**config.mk**
```make
export PLATFORM = sky130hd
export DESIGN_NAME = tpgoc_divider
export DESIGN_NICKNAME = d
export VERILOG_FILES = /design/src/rtl/core/tpgoc_pkg.sv /design/src/rtl/core/tpgoc_divider.sv
export SDC_FILE = /design/constraint.sdc
export NUM_CORES = 1
export LEC_CHECK = 0
export BUFFER_PORTS_ARGS = -buffer_cell sky130_fd_sc_hd__buf_2
export CAP_MARGIN = 20
export CORE_AREA = 3 3 118 120
export CTS_CLUSTER_SIZE = 24
export DETAILED_ROUTE_END_ITERATION = 8
export DIE_AREA = 0 0 121 123
export GPL_ROUTABILITY_DRIVEN = 0
export SYNTH_ARGS = -nofsm -noshare
export SYNTH_HDL_FRONTEND = slang
export SYNTH_SLANG_ARGS = --single-unit
```
**constraint.sdc**
```tcl
create_clock -name clock -period 2.5 [get_ports clock]
set_clock_uncertainty 0.15 [all_clocks]
set_input_delay 0.625 -clock clock [delete_from_list [all_inputs] [get_ports clock]]
set_output_delay 0.625 -clock clock [all_outputs]
set_load 0.01 [all_outputs]
```
**src/rtl/core/tpgoc_pkg.sv**
```systemverilog
// Shared types and constants of the two-point gain/offset calibrator.
// Used for the channel payload types, by the divider and by the core; depends on nothing.
package tpgoc_pkg;

   localparam int DATA_W        = 32;
   localparam int DIV_W         = 16;
   localparam int SAMPLE_W      = 12;
   localparam int TARGET_W      = 12;
   localparam int FRACTION_BITS = 12;
   localparam int DIV_STEPS     = DATA_W;
   localparam int STEP_CNT_W    = $clog2(DIV_STEPS);

   localparam logic [TARGET_W-1:0] LOW_TARGET_RESET = 12'h00A;
   localparam logic [TARGET_W-1:0] X_HIGH_RESET     = 12'h276;
   localparam logic [TARGET_W-1:0] Y_HIGH_RESET     = 12'h1D6;

   typedef logic [DATA_W-1:0]   word_type;
   typedef logic [DIV_W-1:0]    divisor_type;
   typedef logic [TARGET_W-1:0] target_type;

   typedef enum logic [1:0] {
      PH_ADD_LOW    = 2'd0,
      PH_FINISH_LOW = 2'd1,
      PH_ADD_HIGH   = 2'd2,
      PH_COMPUTE    = 2'd3
   } phase_type;

   typedef enum logic [1:0] {
      CSR_LOW_TARGET    = 2'd0,
      CSR_X_HIGH_TARGET = 2'd1,
      CSR_Y_HIGH_TARGET = 2'd2
   } csr_index_type;

   typedef enum logic [4:0] {
      ST_IDLE = 5'b00001,
      ST_PREP = 5'b00010,
      ST_DIV  = 5'b00100,
      ST_MUL  = 5'b01000,
      ST_FIN  = 5'b10000
   } state_type;

   typedef struct packed {
      logic [2:0]          req_type;
      logic [SAMPLE_W-1:0] sample;
   } req_payload_type;

   typedef struct packed {
      logic     axis_is_y;
      word_type gain;
      word_type offset_magnitude;
      logic     offset_negative;
      logic     divide_error;
   } rsp_payload_type;

   typedef struct packed {
      csr_index_type index;
      target_type    data;
   } csr_payload_type;

endpackage

```
**src/rtl/core/tpgoc_divider.sv**
```systemverilog
// Restoring divider, one quotient bit per cycle: 32-bit dividend, 16-bit divisor.
// Depends on tpgoc_pkg for widths.
module tpgoc_divider (
   input  logic                  clock,
   input  logic                  reset,
   input  logic                  start,
   input  tpgoc_pkg::word_type    dividend,
   input  tpgoc_pkg::divisor_type divisor,
   output logic                  done,
   output tpgoc_pkg::word_type    quotient
);

   logic                                busy_ff, busy_in;
   logic                                done_ff, done_in;
   logic [tpgoc_pkg::STEP_CNT_W-1:0]    cnt_ff, cnt_in;
   tpgoc_pkg::word_type                 quo_ff, quo_in;
   tpgoc_pkg::divisor_type              rem_ff, rem_in;
   tpgoc_pkg::divisor_type              den_ff, den_in;

   logic [tpgoc_pkg::DIV_W:0]           trial;
   logic [tpgoc_pkg::DIV_W:0]           trial_diff;
   logic                                fits;

   // shift the next dividend bit into the partial remainder, try to subtract
   assign trial      = {rem_ff, quo_ff[tpgoc_pkg::DATA_W-1]};
   assign trial_diff = trial - {1'b0, den_ff};
   assign fits       = (trial >= {1'b0, den_ff});

   always_comb begin
      busy_in = busy_ff;
      done_in = 1'b0;
      cnt_in  = cnt_ff;
      quo_in  = quo_ff;
      rem_in  = rem_ff;
      den_in  = den_ff;
      if (start) begin
         busy_in = 1'b1;
         cnt_in  = '0;
         quo_in  = dividend;
         rem_in  = '0;
         den_in  = divisor;
      end else if (busy_ff) begin
         rem_in = fits ? trial_diff[tpgoc_pkg::DIV_W-1:0] : trial[tpgoc_pkg::DIV_W-1:0];
         quo_in = {quo_ff[tpgoc_pkg::DATA_W-2:0], fits};
         cnt_in = cnt_ff + 1'b1;
         if (cnt_ff == tpgoc_pkg::STEP_CNT_W'(tpgoc_pkg::DIV_STEPS - 1)) begin
            busy_in = 1'b0;
            done_in = 1'b1;
         end
      end
   end

   always_ff @(posedge clock) begin
      if (reset) begin
         busy_ff <= 1'b0;
         done_ff <= 1'b0;
         cnt_ff  <= '0;
      end else begin
         busy_ff <= busy_in;
         done_ff <= done_in;
         cnt_ff  <= cnt_in;
      end
   end

   always_ff @(posedge clock) begin
      quo_ff <= quo_in;
      rem_ff <= rem_in;
      den_ff <= den_in;
   end

   assign done     = done_ff;
   assign quotient = quo_ff;

endmodule

```
Yosys cells after proc, flatten, opt, wreduce, memory -nomap -nowiden:

Index checks and enable logic that the tools add are counted.

* register bits: 71
* input bits: 51
* output and inout bits: 33
* logic and storage cells: 21

* $add $sub $neg: 2
* $lt $le $gt $ge: 1
* eq/ne operators: 1
* mux-type cells: 7
* bitwise logic cells: 1
* reduce and logical (&&, ||, !) cells: 3

Operators by type and width (count)
* $mux W32: 2
* $ge A17 B16 Y1: 1
* $mux W16: 1
* $sub A16 B16 Y16: 1
* $add A5 B1 Y5 const B: 1
* $eq A5 B5 Y1 const B: 1
* $mux W1: 4
* $reduce_or A3 Y1: 1
* $reduce_bool A2 Y1: 1
* $reduce_or A2 Y1: 1
* $not A1 Y1: 1

Logic depth before layout (Yosys ltp):

Gate-level depths: netlist of the first run.

* depth after elaboration: 4
* mapped depth: 10
* depth with buffers taken out: 9

Worst setup path after synthesis of the first run:

OpenSTA, ideal clock, no wires.

* path type: register to register
* start: register den_ff[4]
* end: register quo_ff[0] (netlist: quotient[0]) (data pin)
* arrival: 2.074 ns
* data required time: 2.079 ns
* path slack: 0.005 ns
* stages on the path, launching flop included: 10
* path buffers: 1
* clock period less this slack: 2.495 ns
* path through: edfxtp_1 inv_1 ha_1 and2_4 a221oi_4 a21oi_2 or4_4 buf_6 nand2_1 o21ai_0

* cells in the longest elaborated chain, start to end: 3

Ends and longest elaborated chain
* start, declared: RTL line tpgoc_divider.sv:18 `tpgoc_pkg::divisor_type den_ff, den_in;`
* start signal, assigned: RTL line tpgoc_divider.sv:68 `den_ff <= den_in;`
* $ge A17 B16 Y1: RTL line tpgoc_divider.sv:27 `assign fits = (trial >= {1'b0, den_ff});`
* $mux W32: RTL line tpgoc_divider.sv:42 `end else if (busy_ff) begin`
* $mux W32: RTL line tpgoc_divider.sv:36 `if (start) begin`
* named net quo_in[0]: RTL line tpgoc_divider.sv:16 `tpgoc_pkg::word_type quo_ff, quo_in;`
* end signal, assigned: RTL line tpgoc_divider.sv:66 `quo_ff <= quo_in;`
* end, declared: RTL line tpgoc_divider.sv:16

The timed path passes the listed nets, and every way through them passes these cells. The select of a mux whose other input is x is not followed.
A chain may end at the register's enable or synchronous reset.

Final worst setup path of the first run:

* start: register den_ff[4]
* end: register rem_ff[6]

* cells in the longest elaborated chain, start to end: 2
* elaborated cells between the ends (all ways): 3
* those cells by class: add/sub (1); order compare (1); mux (1)

Ends and longest elaborated chain
* $sub A16 B16 Y16 or $ge A17 B16 Y1 (tied branches): RTL line tpgoc_divider.sv:26, tpgoc_divider.sv:27
* $mux W16 *: RTL line tpgoc_divider.sv:43 `rem_in = fits ? trial_diff[tpgoc_pkg::DIV_W-1:0] : trial[tpgoc_pkg::DIV_W-1:0];`
* end signal, assigned: RTL line tpgoc_divider.sv:67 `rem_ff <= rem_in;`
* end, declared: RTL line tpgoc_divider.sv:17 `tpgoc_pkg::divisor_type rem_ff, rem_in;`

Every way passes the cells marked *; elsewhere a longest branch is shown, timed or not.

==> summary by stage, run 1 <==
Outcome
The run finished with clean final reports.

Cells and area
The antenna diode instance count is 0. Across the whole layout, storage elements account for approximately 0.0019 mm2. The net count of the finished layout is between 500 and 600. The top cell types in the final layout, fill and taps aside, are sky130_fd_sc_hd__buf_2, sky130_fd_sc_hd__edfxtp_1, sky130_fd_sc_hd__buf_4, sky130_fd_sc_hd__mux2_2, sky130_fd_sc_hd__nor2_1. The multi-input gate area in the final layout is 0.00197 mm2.

The commonest non-fill, non-tap cell in the layout is sky130_fd_sc_hd__buf_2. In the final layout, the share of cells above drive strength 1 is 43.6%. The final standard cell count with taps included and fillers excluded is 646.

The filler cells instantiated in the layout total 1256. The area overhead of the layout relative to synthesis is 34.7%. Cells fill 39.5% of the core in the end.

Drt
Using the TritonRoute via totals, the vias-per-cell ratio works out to 5.03. The wire length per cell is around 16 um. For this block, the initial DRC count from the detailed router was 192. The antenna violation net count after detailed routing is 0. The first detailed-routing pass ran for 4 iterations. The detailed-route via count is 3252. The residual DRC count is 0. The routed design has 10.1 mm of wire.

Floorplan
The floorplan row count is 42. For this design the top-level I/O count stands at 84. The vertical die dimension is 123 um. The initial cell density of the core is between 20 and 30%.

The die covers 0.0149 mm2. The core footprint is about 0.013 mm2. The floorplan step set the die width to about 120 um.

Logic synthesis
The synthesized netlist devotes 12.3% of its cell area to simple gates. Of the total synthesized cell area, the portion taken by full adders, half adders and majority gates is 6.39%. The Yosys step of the flow raised 0 warnings. The synthesized-area fraction occupied by xor and xnor cells is between 2 and 3%. The count of mapped cells out of synthesis is 348. The share of synthesized area occupied by flip-flops and latches is 49.6%.

The post-synth net total is 418. The mapped netlist covers about 0.0038 mm2. The multiplexer fraction of the synthesized cell area is roughly a tenth. The cell type contributing the most total cell area after synthesis is sky130_fd_sc_hd__edfxtp_1. Yosys mapped a number of flops with a built-in enable equal to 48.

The flip-flop and latch count after synthesis is 71. Yosys mapped the design onto 55 distinct sky130hd cell types. The area share of the largest cell type after synthesis is 37.6%. In the post-synthesis netlist, the biggest area contributors are sky130_fd_sc_hd__edfxtp_1, sky130_fd_sc_hd__dfxtp_1, sky130_fd_sc_hd__mux2_2.

The commonest register cell after synthesis is sky130_fd_sc_hd__edfxtp_1. The share of the synthesized area in compound gates (AO/OA/AOI/OAI) is between 10% and 20%. The average size of a mapped cell is 11.0 um2. After synthesis, the largest family of logic cells by area is compound AO/OA/AOI/OAI gates.

The share of flip-flops with an asynchronous set or reset after synthesis is 0%.

GRT
The initial antenna violation count is 0. The via count of the first global-routing pass is 3115. Entering global routing, the biggest net connects 24 pins. The total overflow left after global routing is 0. The first global-routing pass estimated 15.8 mm of wire. In the global route stage, overall resource usage came out at 13.4%.

Clocking
In this run the deepest clock path goes through 2 buffers. The clock reaches the later pin of the worst-skew pair after 0.33 ns. The clock-pin transition on the worst setup and hold timing paths is 0.06 ns.

The number of CTS-inserted buffers is 9. The clock tree from TritonCTS is yes. The level count of the clock H-tree is 3.

The total clock sinks is 71. The tree is rooted in a sky130_fd_sc_hd__clkbuf_16.

Min path
The worst hold path begins at divisor[14]. The kind of path behind the tightest hold check is in -> reg.

Worst setup path
The slowest stage of the critical path is the sky130_fd_sc_hd__or4_4 cell. The worst endpoint required time is 2.63 ns. STA classifies the critical path startpoint as a register. In this run the worst setup path begins at den_ff[4]$_DFFE_PP_.

Along the worst path, the maximum fanout reaches 6. The startpoint of the worst-slack reg-to-reg timing path is den_ff[4]$_DFFE_PP_. The nature of the critical path endpoint is a register. The start-to-end type of the worst setup path is reg -> reg. Broken down by cell family, the worst path's largest delay share belongs to compound AO/OA/AOI/OAI gates. Walking the worst path, the cells encountered are inv_2, ha_4, and2_4, a221oi_4, a21oi_4, or4_4, a31oi_1, o311a_1. The number of buffers and inverters on the critical path is 1. For the worst setup path, the data arrival time is 2.62 ns. The largest incremental delay on the critical path is 0.62 ns.

Place
The wire-length estimate of the detail-placed layout is 7.09 mm. Once placement completed, the tool counted placed cells totaling 621. Buffers placed on the I/O ports in this run total 83.

Timing
Derived from the worst setup path, the maximum achievable clock frequency is 402 MHz. The worst hold-check slack is between 0.3 and 0.4 ns. The final number of hold-violating endpoints was 0.

The worst pin sits at a relative slew slack of 52.8%. The max-slew violation count is 0. The portion of the clock cycle consumed by the worst path in the final layout is 99.6%. The clock period could shrink to between 2 and 2.5 ns.

The setup violation total in the final timing report is 0. Setup repair after global routing could not meet its margin everywhere. For the pin with the worst max-slew slack, the measured transition is between 0.7 and 0.8 ns.

Flow run
The max-capacitance violation count is 0.

Power and ir drop
In this run the power density over the cells is approximately 640 mW/mm2. The worst-case IR drop observed on VDD is 0.000449 V. In this run the static leakage power is about 0.0021 uW.
## worst reg2reg max path: stages, from the launching register on
cell	delay, ns
sky130_fd_sc_hd__edfxtp_1	0.40
sky130_fd_sc_hd__inv_2	0.09
sky130_fd_sc_hd__ha_4	0.21
sky130_fd_sc_hd__and2_4	0.16
sky130_fd_sc_hd__a221oi_4	0.28
sky130_fd_sc_hd__a21oi_4	0.13
sky130_fd_sc_hd__or4_4	0.63
sky130_fd_sc_hd__a31oi_1	0.21
sky130_fd_sc_hd__o311a_1	0.18
## what timing repair did
item	in CTS	in global routing
endpoints found under the hold margin	0	0
pin swaps	6	12
gates cloned	1	0
endpoints found under the setup margin	16	17
hold buffers	0	0
setup buffers	2	6
resized for setup	8	30
## logic make-up after synthesis
family	after synthesis
AOI/OAI and AO/OA	82
xor gates and xnor gates	11
adders and majority gates	19
buffers and inverters	39
DFF	71
muxes	34
and+or+nand+nor	92
## power breakdown
| group | internal, uW | switching (uW) | total [uW] |
|---|---|---|---|
| Clock | 708 | 514 | 1220 |
| Combinational | 307 | 344 | 651 |
| Sequential | 1360 | 51.1 | 1410 |
| Total | 2380 | 909 | 3290 |
## area by class of cell
type,instances,area share [%]
clock buffer,11,4.70
clock inverter,5,0.799
inverter,22,1.60
multi-input combinational,239,38.1
sequential,71,36.8
tap,176,4.26
timing repair buffer,122,13.7
## synth_stat cells (2+ instances only)
library cell / number
sky130_fd_sc_hd__o31ai_1: 3
sky130_fd_sc_hd__mux2_2: 31
sky130_fd_sc_hd__o221ai_1: 2
sky130_fd_sc_hd__and4_1: 2
sky130_fd_sc_hd__nor2_1: 23
sky130_fd_sc_hd__nor3_1: 10
sky130_fd_sc_hd__nor4_1: 2
sky130_fd_sc_hd__xnor2_1: 6
sky130_fd_sc_hd__o211ai_1: 5
sky130_fd_sc_hd__and2_1: 2
sky130_fd_sc_hd__a21o_1: 4
sky130_fd_sc_hd__a221o_1: 2
sky130_fd_sc_hd__o2111a_1: 2
sky130_fd_sc_hd__dfxtp_1: 23
sky130_fd_sc_hd__o311a_1: 2
sky130_fd_sc_hd__a31oi_1: 5
sky130_fd_sc_hd__a21oi_1: 14
sky130_fd_sc_hd__o21a_1: 2
sky130_fd_sc_hd__buf_1: 4
sky130_fd_sc_hd__mux2i_1: 3
sky130_fd_sc_hd__nand2_1: 21
sky130_fd_sc_hd__ha_1: 18
sky130_fd_sc_hd__a311oi_1: 5
sky130_fd_sc_hd__nand3_1: 7
sky130_fd_sc_hd__a211o_1: 2
sky130_fd_sc_hd__inv_1: 22
sky130_fd_sc_hd__edfxtp_1: 48
sky130_fd_sc_hd__nor2b_1: 2
sky130_fd_sc_hd__a211oi_1: 6
sky130_fd_sc_hd__nand2b_1: 5
sky130_fd_sc_hd__a41oi_1: 2
sky130_fd_sc_hd__xor2_1: 5
sky130_fd_sc_hd__o21ai_0: 17
sky130_fd_sc_hd__nand4_1: 7
sky130_fd_sc_hd__clkbuf_1: 12
sky130_fd_sc_hd__or2_2: 2
sky130_fd_sc_hd__o2111ai_1: 2
## stage by stage
step / TNS, ns / area, um2 / worst slack, ns / power, uW
6_report: 0 / 5170 / 0.0106 / 3290
5_1_grt: -0.0620 / 5170 / -0.0314 / 3450
4_1_cts: -0.0146 / 4990 / -0.0117 / 3270
3_5_place_dp: -1.14 / 4630 / -0.162 / 2010
3_3_place_gp: -0.493 / 4630 / -0.0941 / 2010
2_1_floorplan: 0 / 3840 / 0.00468 / 1780
## worst paths after layout
check | end | slack (ns) | cells past startpoint
setup / recovery | rem_ff[6]$_SDFFE_PP0P_ | 0.01 | 8
hold / removal | den_ff[14]$_DFFE_PP_ | 0.32 | 1
setup reg to reg | rem_ff[6]$_SDFFE_PP0P_ | 0.01 | 8
hold reg to reg | rem_ff[7]$_SDFFE_PP0P_ | 0.36 | 2
## state kept, by name, summed over array words and instances, names as in the netlist
signal,cells
busy_ff,1
cnt_ff,5
den_ff,16
done,1
quotient,32
rem_ff,16
## routing by layer
metal  routed length [um]  part of all wire (%)  GRT usage, %
met5                    0                     0             0
met4                  198                   2.0          5.03
met3                  663                   6.6          3.75
met2                 4890                    48          20.8
met1                 4370                    43          17.7
Note: power is estimated with default switching activity, not from simulation.
==> run 2: changes to the inputs <==
ABC_CLOCK_PERIOD_IN_PS = 2500   (was unset)
RECOVER_POWER = 50   (was unset)
==> run 2 against run 1 <==
Hold slack worse by 0.00078 ns. Largest power group unchanged. Combinational power is 1% lower. Clock-buffer cell count stayed put. Sequential cell count stayed put. Global-route usage stayed put. Critical endpoint unchanged.
==> summary by stage, run 2 (synthesis gave the netlist of run 1 again) <==
Drt
The routed wire length is 10.1 mm. The residual DRC count is 0. The number of violations reported at the end of detailed-routing iteration 0 is about 190.

The uppermost signal routing layer after detailed routing is met4. The detailed-route via count is approximately 3200. The routed via count divided by cell count is 5.03.

Before antenna repair, the detailed router went through 4 iterations. The antenna violation net count after detailed routing is 0. Detailed routing placed a total of about 5 mm of wire on met2. The wire length the detailed router placed on met1 is ~4.4 mm. The wire length per cell is 15.7 um. The met3 wire length is 676 um.

Timing
The final critical-path required period is 2.49 ns. Setup repair after global routing could not meet its margin everywhere. The max-slew violation count was 0.

The final number of hold-violating endpoints is 0. Timing would allow up to approximately 400 MHz. The remaining max-slew budget at the tightest pin is 48.4%. The portion of the clock cycle consumed by the worst path in the final layout is around 100%. Once routing completed, OpenROAD measured the worst setup slack at 0.0107 ns. The setup violation total in the final timing report is 0. At the pin with the least slew margin, the transition time is 0.774 ns.

Cells and area
The flip-flop count of the largest register after layout is 32. In the final layout, flip-flops and latches occupy 0.00190 mm2. Counting the fill cells in the layout gives around 1300. The final standard cell area without fillers is 0.00514 mm2. In the final layout, the share of cells above drive strength 1 is between 40% and 50%. 0 antenna diodes ended up in the layout.

The number of nets in the layout is 535. In the layout the commonest cells are sky130_fd_sc_hd__buf_2, sky130_fd_sc_hd__edfxtp_1, sky130_fd_sc_hd__buf_4, sky130_fd_sc_hd__mux2_2, sky130_fd_sc_hd__nor2_1. The multi-input gate area in the final layout is 0.00197 mm2.

The commonest non-fill, non-tap cell in the layout is sky130_fd_sc_hd__buf_2. The area overhead of the layout relative to synthesis is 34.0%. The final cell utilization of the core is 39.3%.

Floorplan
The die outline area is 0.0149 mm2. The number of ports placed on the die boundary is 84. From left edge to right edge, the die measures 121 um. The initial utilization of the core area, before any placement, comes to between 20% and 30%.

The total area inside the core boundary comes to 0.0131 mm2. The initialized floorplan defines 42 standard-cell rows. The vertical die dimension is 123 um.

Worst setup path
Along the worst path, the maximum fanout reaches 6. Among all stages on the critical path, the largest delay is contributed by sky130_fd_sc_hd__or4_4. The arrival time of data at the critical path endpoint is ~2.6 ns. Broken down by cell family, the worst path's largest delay share belongs to compound AO/OA/AOI/OAI gates. The critical path in this run is classified as reg -> reg. The worst endpoint required time is 2.63 ns. The critical path goes through inv_2, ha_4, and2_4, a221oi_4, a21oi_4, or4_4, a31oi_1, o311a_1.

The number of buffers and inverters on the critical path is 1. The nature of the critical path endpoint is a register. The worst setup path is launched from a register.

The largest incremental delay on the critical path is 0.62 ns.

Place
The placed wire-length estimate after detailed placement is 7.09 mm. The placement-stage cell area is 0.00463 mm2. OpenSTA, run right after detailed placement, puts the worst setup slack at -0.162 ns. Input and output buffers added on the ports amount to 83.

Power and ir drop
Power spread over the standard cell area amounts to 638 mW/mm2. Summed over all nets, the switching power comes to 910 uW. Registers are responsible for 43.1% of the overall power. Across the VDD grid, the largest voltage drop is 0.000448 V. The total internal power is around 2400 uW. In this run, the combinational gates consume 19.6% of the power. The leakage power of the design is 0.00210 uW. The clock share of power is around 37%. The proportion of total power due to net switching is 27.7%.

Clocking
After clock tree synthesis, the clock-pin slew on the worst setup and hold paths is approximately 0.060 ns. The clock passes through at most 2 buffers. The number of CTS-inserted buffers is 9. TritonCTS built the clock tree. The level count of the clock H-tree is 3. The clock network latency to the later pin of the worst-skew pair is around 0.33 ns.

The hold-fix buffer count after cts is 0. The root buffer cell chosen for the clock tree is sky130_fd_sc_hd__clkbuf_16. The total clock sinks is 71.

Flow run
The max-capacitance violation count is 0.

GRT
The via count of the first global-routing pass is 3115. The largest net degree at the start of global routing is 24. The total congestion overflow is 0. The first global-routing pass estimated 15.8 mm of wire. The initial antenna violation count was 0. For this run, the total global-route usage over all layers was measured as 13.4%.

Outcome
The run finished with clean final reports.

Min path
The kind of path behind the tightest hold check is in -> reg.
[run 2: path summary, 6_finish.rpt]
check / cells after the start / slack, ns / end / start
setup / recovery: 8 / 0.01 / rem_ff[6]$_SDFFE_PP0P_ / den_ff[4]$_DFFE_PP_
hold / removal: 1 / 0.32 / den_ff[6]$_DFFE_PP_ / divisor[6]
setup reg to reg: 8 / 0.01 / rem_ff[6]$_SDFFE_PP0P_ / den_ff[4]$_DFFE_PP_
hold reg to reg: 2 / 0.36 / rem_ff[7]$_SDFFE_PP0P_ / rem_ff[7]$_SDFFE_PP0P_
[run 2: what timing repair did]
action / 4_1_cts / 5_1_grt
pin swaps: 6 / 12
buffers inserted: 2 / 6
gates resized for setup: 8 / 30
cloned: 1 / 0
setup endpoints to repair: 16 / 17
[run 2: power by group through the flow]
stage	Sequential (uW)	Combinational, uW	Clock [uW]
after CTS	1410	597	1260
after detailed placement	1440	577	0
after global placement	1430	572	0
after global routing	1430	706	1310
final	1410	644	1220
after floorplan	1450	328	0
[run 2: stage by stage]
step,TNS (ns),hold WS (ns),power (uW),instances
6_report,0,0.317,3280,646
5_1_grt,-0.103,0.300,3440,646
4_1_cts,-0.0146,0.304,3270,640
3_5_place_dp,-1.14,0.348,2010,621
3_3_place_gp,-0.493,0.343,2010,621
2_1_floorplan,0,0.312,1780,348
[run 2: metal layers]
metal / track usage, % / up-vias
li1: - / 1563
met1: 17.7 / 1557
met2: 20.8 / 111
met3: 3.75 / 18
met4: 5.03 / 0
met5: 0 / -
[run 2: worst register-to-register path, delay by kind of cell (launching register included)]
| family | cells | cell delay [ns] |
|---|---|---|
| and+or+nand+nor | 2 | 0.79 |
| AOI/OAI and AO/OA | 4 | 0.80 |
| buffers and inverters | 1 | 0.09 |
| DFF | 1 | 0.40 |
| adders and majority gates | 1 | 0.21 |
[run 2: area by class of cell]
| type | instances | area share, % |
|---|---|---|
| clock buffer | 11 | 4.72 |
| clock inverter | 5 | 0.803 |
| inverter | 22 | 1.61 |
| multi-input combinational | 239 | 38.3 |
| sequential | 71 | 37.0 |
| tap | 176 | 4.28 |
| timing repair buffer | 122 | 13.3 |
==> run 3: changes to the inputs <==
CELL_PAD_IN_SITES_DETAIL_PLACEMENT = 1   (was unset)
CELL_PAD_IN_SITES_GLOBAL_PLACEMENT = 1   (was unset)
CORE_AREA = 4 4 119 121   (was 3 3 118 120)
DIE_AREA = 0 0 123 125   (was 0 0 121 123)
PLACE_DENSITY_LB_ADDON = 0.1   (was unset)
==> run 3 against run 2 <==
Cell count is 1.4% higher. Critical path depth is 1 higher. Sequential cell count unchanged. Maximum frequency fell by 0.20%. Via count shrank 0.86%. Final area grew 1.1%. Sequential share of layout area decreased by 0.44 points. Non-clock buffer count grew 9. First-iteration DRC count is 49% lower. Die area up 3.3%. Combinational power is 3.3% higher. Global-route usage is 1.6 points higher.
==> summary by stage, run 3 (synthesis gave the netlist of run 1 again) <==
Clocking
The hold-fix buffer count after cts is 0. CTS saw 71 sinks. The clock tree from TritonCTS is yes. Clock tree synthesis inserted a total of 9 buffers. At the later pin of the worst-skew pair, clock insertion delay measures between 0.3 and 0.4 ns. The root cell of the clock tree is sky130_fd_sc_hd__clkbuf_16. The clock passes through at most 2 buffers. The level count of the clock H-tree is 3. After clock tree synthesis, the clock-pin slew on the worst setup and hold paths is 0.06 ns.

Worst setup path
The kind of start point of the critical path is a register. The worst setup path is captured at a register. The startpoint of the worst-slack reg-to-reg timing path is den_ff[4]$_DFFE_PP_. The worst register-to-register path ends at rem_ff[6]$_SDFFE_PP0P_. Tracing the worst setup path back leads to its startpoint at den_ff[4]$_DFFE_PP_. For flop-to-flop paths, the worst setup slack is between 0.005 and 0.006 ns. The maximum fanout encountered on the critical timing path is 5. For the worst flop-to-flop path, the logic depth is 9. The worst endpoint required time is 2.64 ns. The critical path is of the reg -> reg type. STA puts the critical path data arrival time at about 2.6 ns.

The last element of the critical path is rem_ff[6]$_SDFFE_PP0P_.

Floorplan
The floorplan step defined a die boundary enclosing 0.0154 mm2. For this design the top-level I/O count stands at 84. The overall die width is 123 um. The vertical die dimension is ~130 um. The floorplan has 42 rows.

The core footprint is roughly 0.013 mm2. The initial cell density of the core is 29.3%.

Cells and area
Summing all non-filler instances in the final layout gives an area of 0.00520 mm2. The commonest non-fill, non-tap cell in the layout is sky130_fd_sc_hd__buf_2. The number of nets in the layout is 544. Cells with a size suffix above 1 make up between 40% and 50% of the layout. 0 antenna diodes ended up in the layout. The library cells used most frequently in the layout, excluding fill and tap cells, are sky130_fd_sc_hd__buf_2, sky130_fd_sc_hd__edfxtp_1, sky130_fd_sc_hd__buf_4, sky130_fd_sc_hd__mux2_2. The register with the most flip-flops in the layout has 32 of them. From synthesis to final layout, the design area changed by 35.6%.

Drt
The first-pass iteration count of the detailed router is 4. The detailed router placed about 3200 vias in this run. The routed wire length is 11.1 mm. The count of nets left with antenna violations once routing finished came out at 0. In the final routed layout, each cell accounts on average for 16.9 um. The residual DRC count is 0. The detailed router finished its first iteration with 98 violations.

The routed via count divided by cell count is 4.92.

Place
The placed wire-length estimate after detailed placement is around 8.4 mm. The setup slack after placement is -0.169 ns. During placement, the flow inserted port buffers numbering 83.

The placed instances occupy a cell area of between 0.004 and 0.005 mm2.

Timing
Setup repair after global routing could not meet its margin everywhere. In the finished design, the share of the clock period the worst path needs comes to 99.8%. The transition at the pin with the smallest max-transition slack is 0.709 ns.

Measured against its own limit, the worst slew margin works out to 52.7%. The final critical-path required period is 2.49 ns. Setup violations remaining at the end of the flow were counted as 0. The worst path meets setup with 0.00577 ns of slack. The max-slew violation count came to 0.

The final number of hold-violating endpoints is 0. The maximum achievable frequency is 401 MHz.

GRT
The first global-routing pass estimated 17.9 mm of wire. The total congestion overflow is 0. The initial antenna violation count was 0.

Entering global routing, the biggest net connects 32 pins. The via count of the first global-routing pass was 3365. Global routing used between 10% and 20% of the available tracks across all layers.

Power and ir drop
The leakage power of the design is 0.00213 uW. The total internal power is 2350 uW. Combinational logic burns 20.3% of the power. In this run, flip-flops and latches consume 43.0% of the power. Summed over all nets, the switching power comes to between 900 and 1000 uW. The worst-case IR drop observed on VDD is 0.000279 V. Power comes to 3280 uW.

The proportion of total power due to net switching is 28.3%. The clock network burns 36.7% of the power. The power density normalized to cell area is 630 mW/mm2.

Outcome
The run finished with clean final reports.

Flow run
The max-capacitance violation count is 0.

Min path
In this run the worst hold path is classified as in -> reg.
[run 3: cell type report]
cell class / count / area (um2)
repair buffers: 131 / 774
flip-flops and latches: 71 / 1900
clock buffers: 10 / 229
inverters: 22 / 82.6
clock inverters: 6 / 45.0
fillers: 1465 / 7880
multi-input cells: 239 / 1950
well taps: 176 / 220
[run 3: worst min-delay path by stage]
| stage | startpoint | endpoint | slack [ns] | cells after the start |
|---|---|---|---|---|
| detailed placement | rem_ff[7]$_SDFFE_PP0P_ | rem_ff[7]$_SDFFE_PP0P_ | 0.35 | 2 |
| CTS | divisor[13] | den_ff[13]$_DFFE_PP_ | 0.29 | 1 |
| global route | divisor[2] | den_ff[2]$_DFFE_PP_ | 0.29 | 1 |
| finish | divisor[12] | den_ff[12]$_DFFE_PP_ | 0.31 | 1 |
| floorplan | rem_ff[12]$_SDFFE_PP0P_ | rem_ff[12]$_SDFFE_PP0P_ | 0.31 | 2 |
| global placement | rem_ff[4]$_SDFFE_PP0P_ | rem_ff[5]$_SDFFE_PP0P_ | 0.34 | 2 |
[run 3: per-stage QoR]
| stage | util, % | TNS (ns) | hold WS [ns] | instances |
|---|---|---|---|---|
| finish | 39.8 | 0 | 0.305 | 655 |
| global route | 39.8 | -0.365 | 0.292 | 655 |
| CTS | 38.8 | 0 | 0.288 | 652 |
| detailed placement | 35.9 | -1.10 | 0.352 | 630 |
| global placement | 35.9 | -0.850 | 0.342 | 630 |
| floorplan | - | 0 | 0.312 | 348 |
[run 3: layer usage]
metal | share of wire, % | GRT usage, % | vias to the layer above
met5 | 0 | 0 | -
met4 | 1.7 | 5.67 | 0
met3 | 5.4 | 4.20 | 14
met2 | 45 | 22.5 | 84
met1 | 48 | 20.5 | 1538
li1 | - | - | 1585
[run 3: power by group through the flow]
stage,combinational (uW),sequential (uW),clock (uW)
2_1_floorplan,328,1450,0
3_3_place_gp,609,1430,0
3_5_place_dp,616,1430,0
4_1_cts,636,1410,1260
5_1_grt,732,1420,1310
6_report,665,1410,1200
[run 3: timing repair]
| item | CTS | global route |
|---|---|---|
| buffers inserted | 5 | 3 |
| cloned | 1 | 0 |
| resized for setup | 7 | 25 |
| pin swaps | 8 | 8 |
| setup endpoints to repair | 15 | 17 |
[run 3: critical path, cell delays in order (launching register included)]
cell and delay, ns:
sky130_fd_sc_hd__edfxtp_1 0.37, sky130_fd_sc_hd__inv_2 0.08, sky130_fd_sc_hd__ha_4 0.20, sky130_fd_sc_hd__buf_6 0.13, sky130_fd_sc_hd__a221oi_4 0.34, sky130_fd_sc_hd__a21oi_4 0.12, sky130_fd_sc_hd__or4_4 0.58, sky130_fd_sc_hd__buf_6 0.16
sky130_fd_sc_hd__a31oi_4 0.16, sky130_fd_sc_hd__o311a_1 0.16
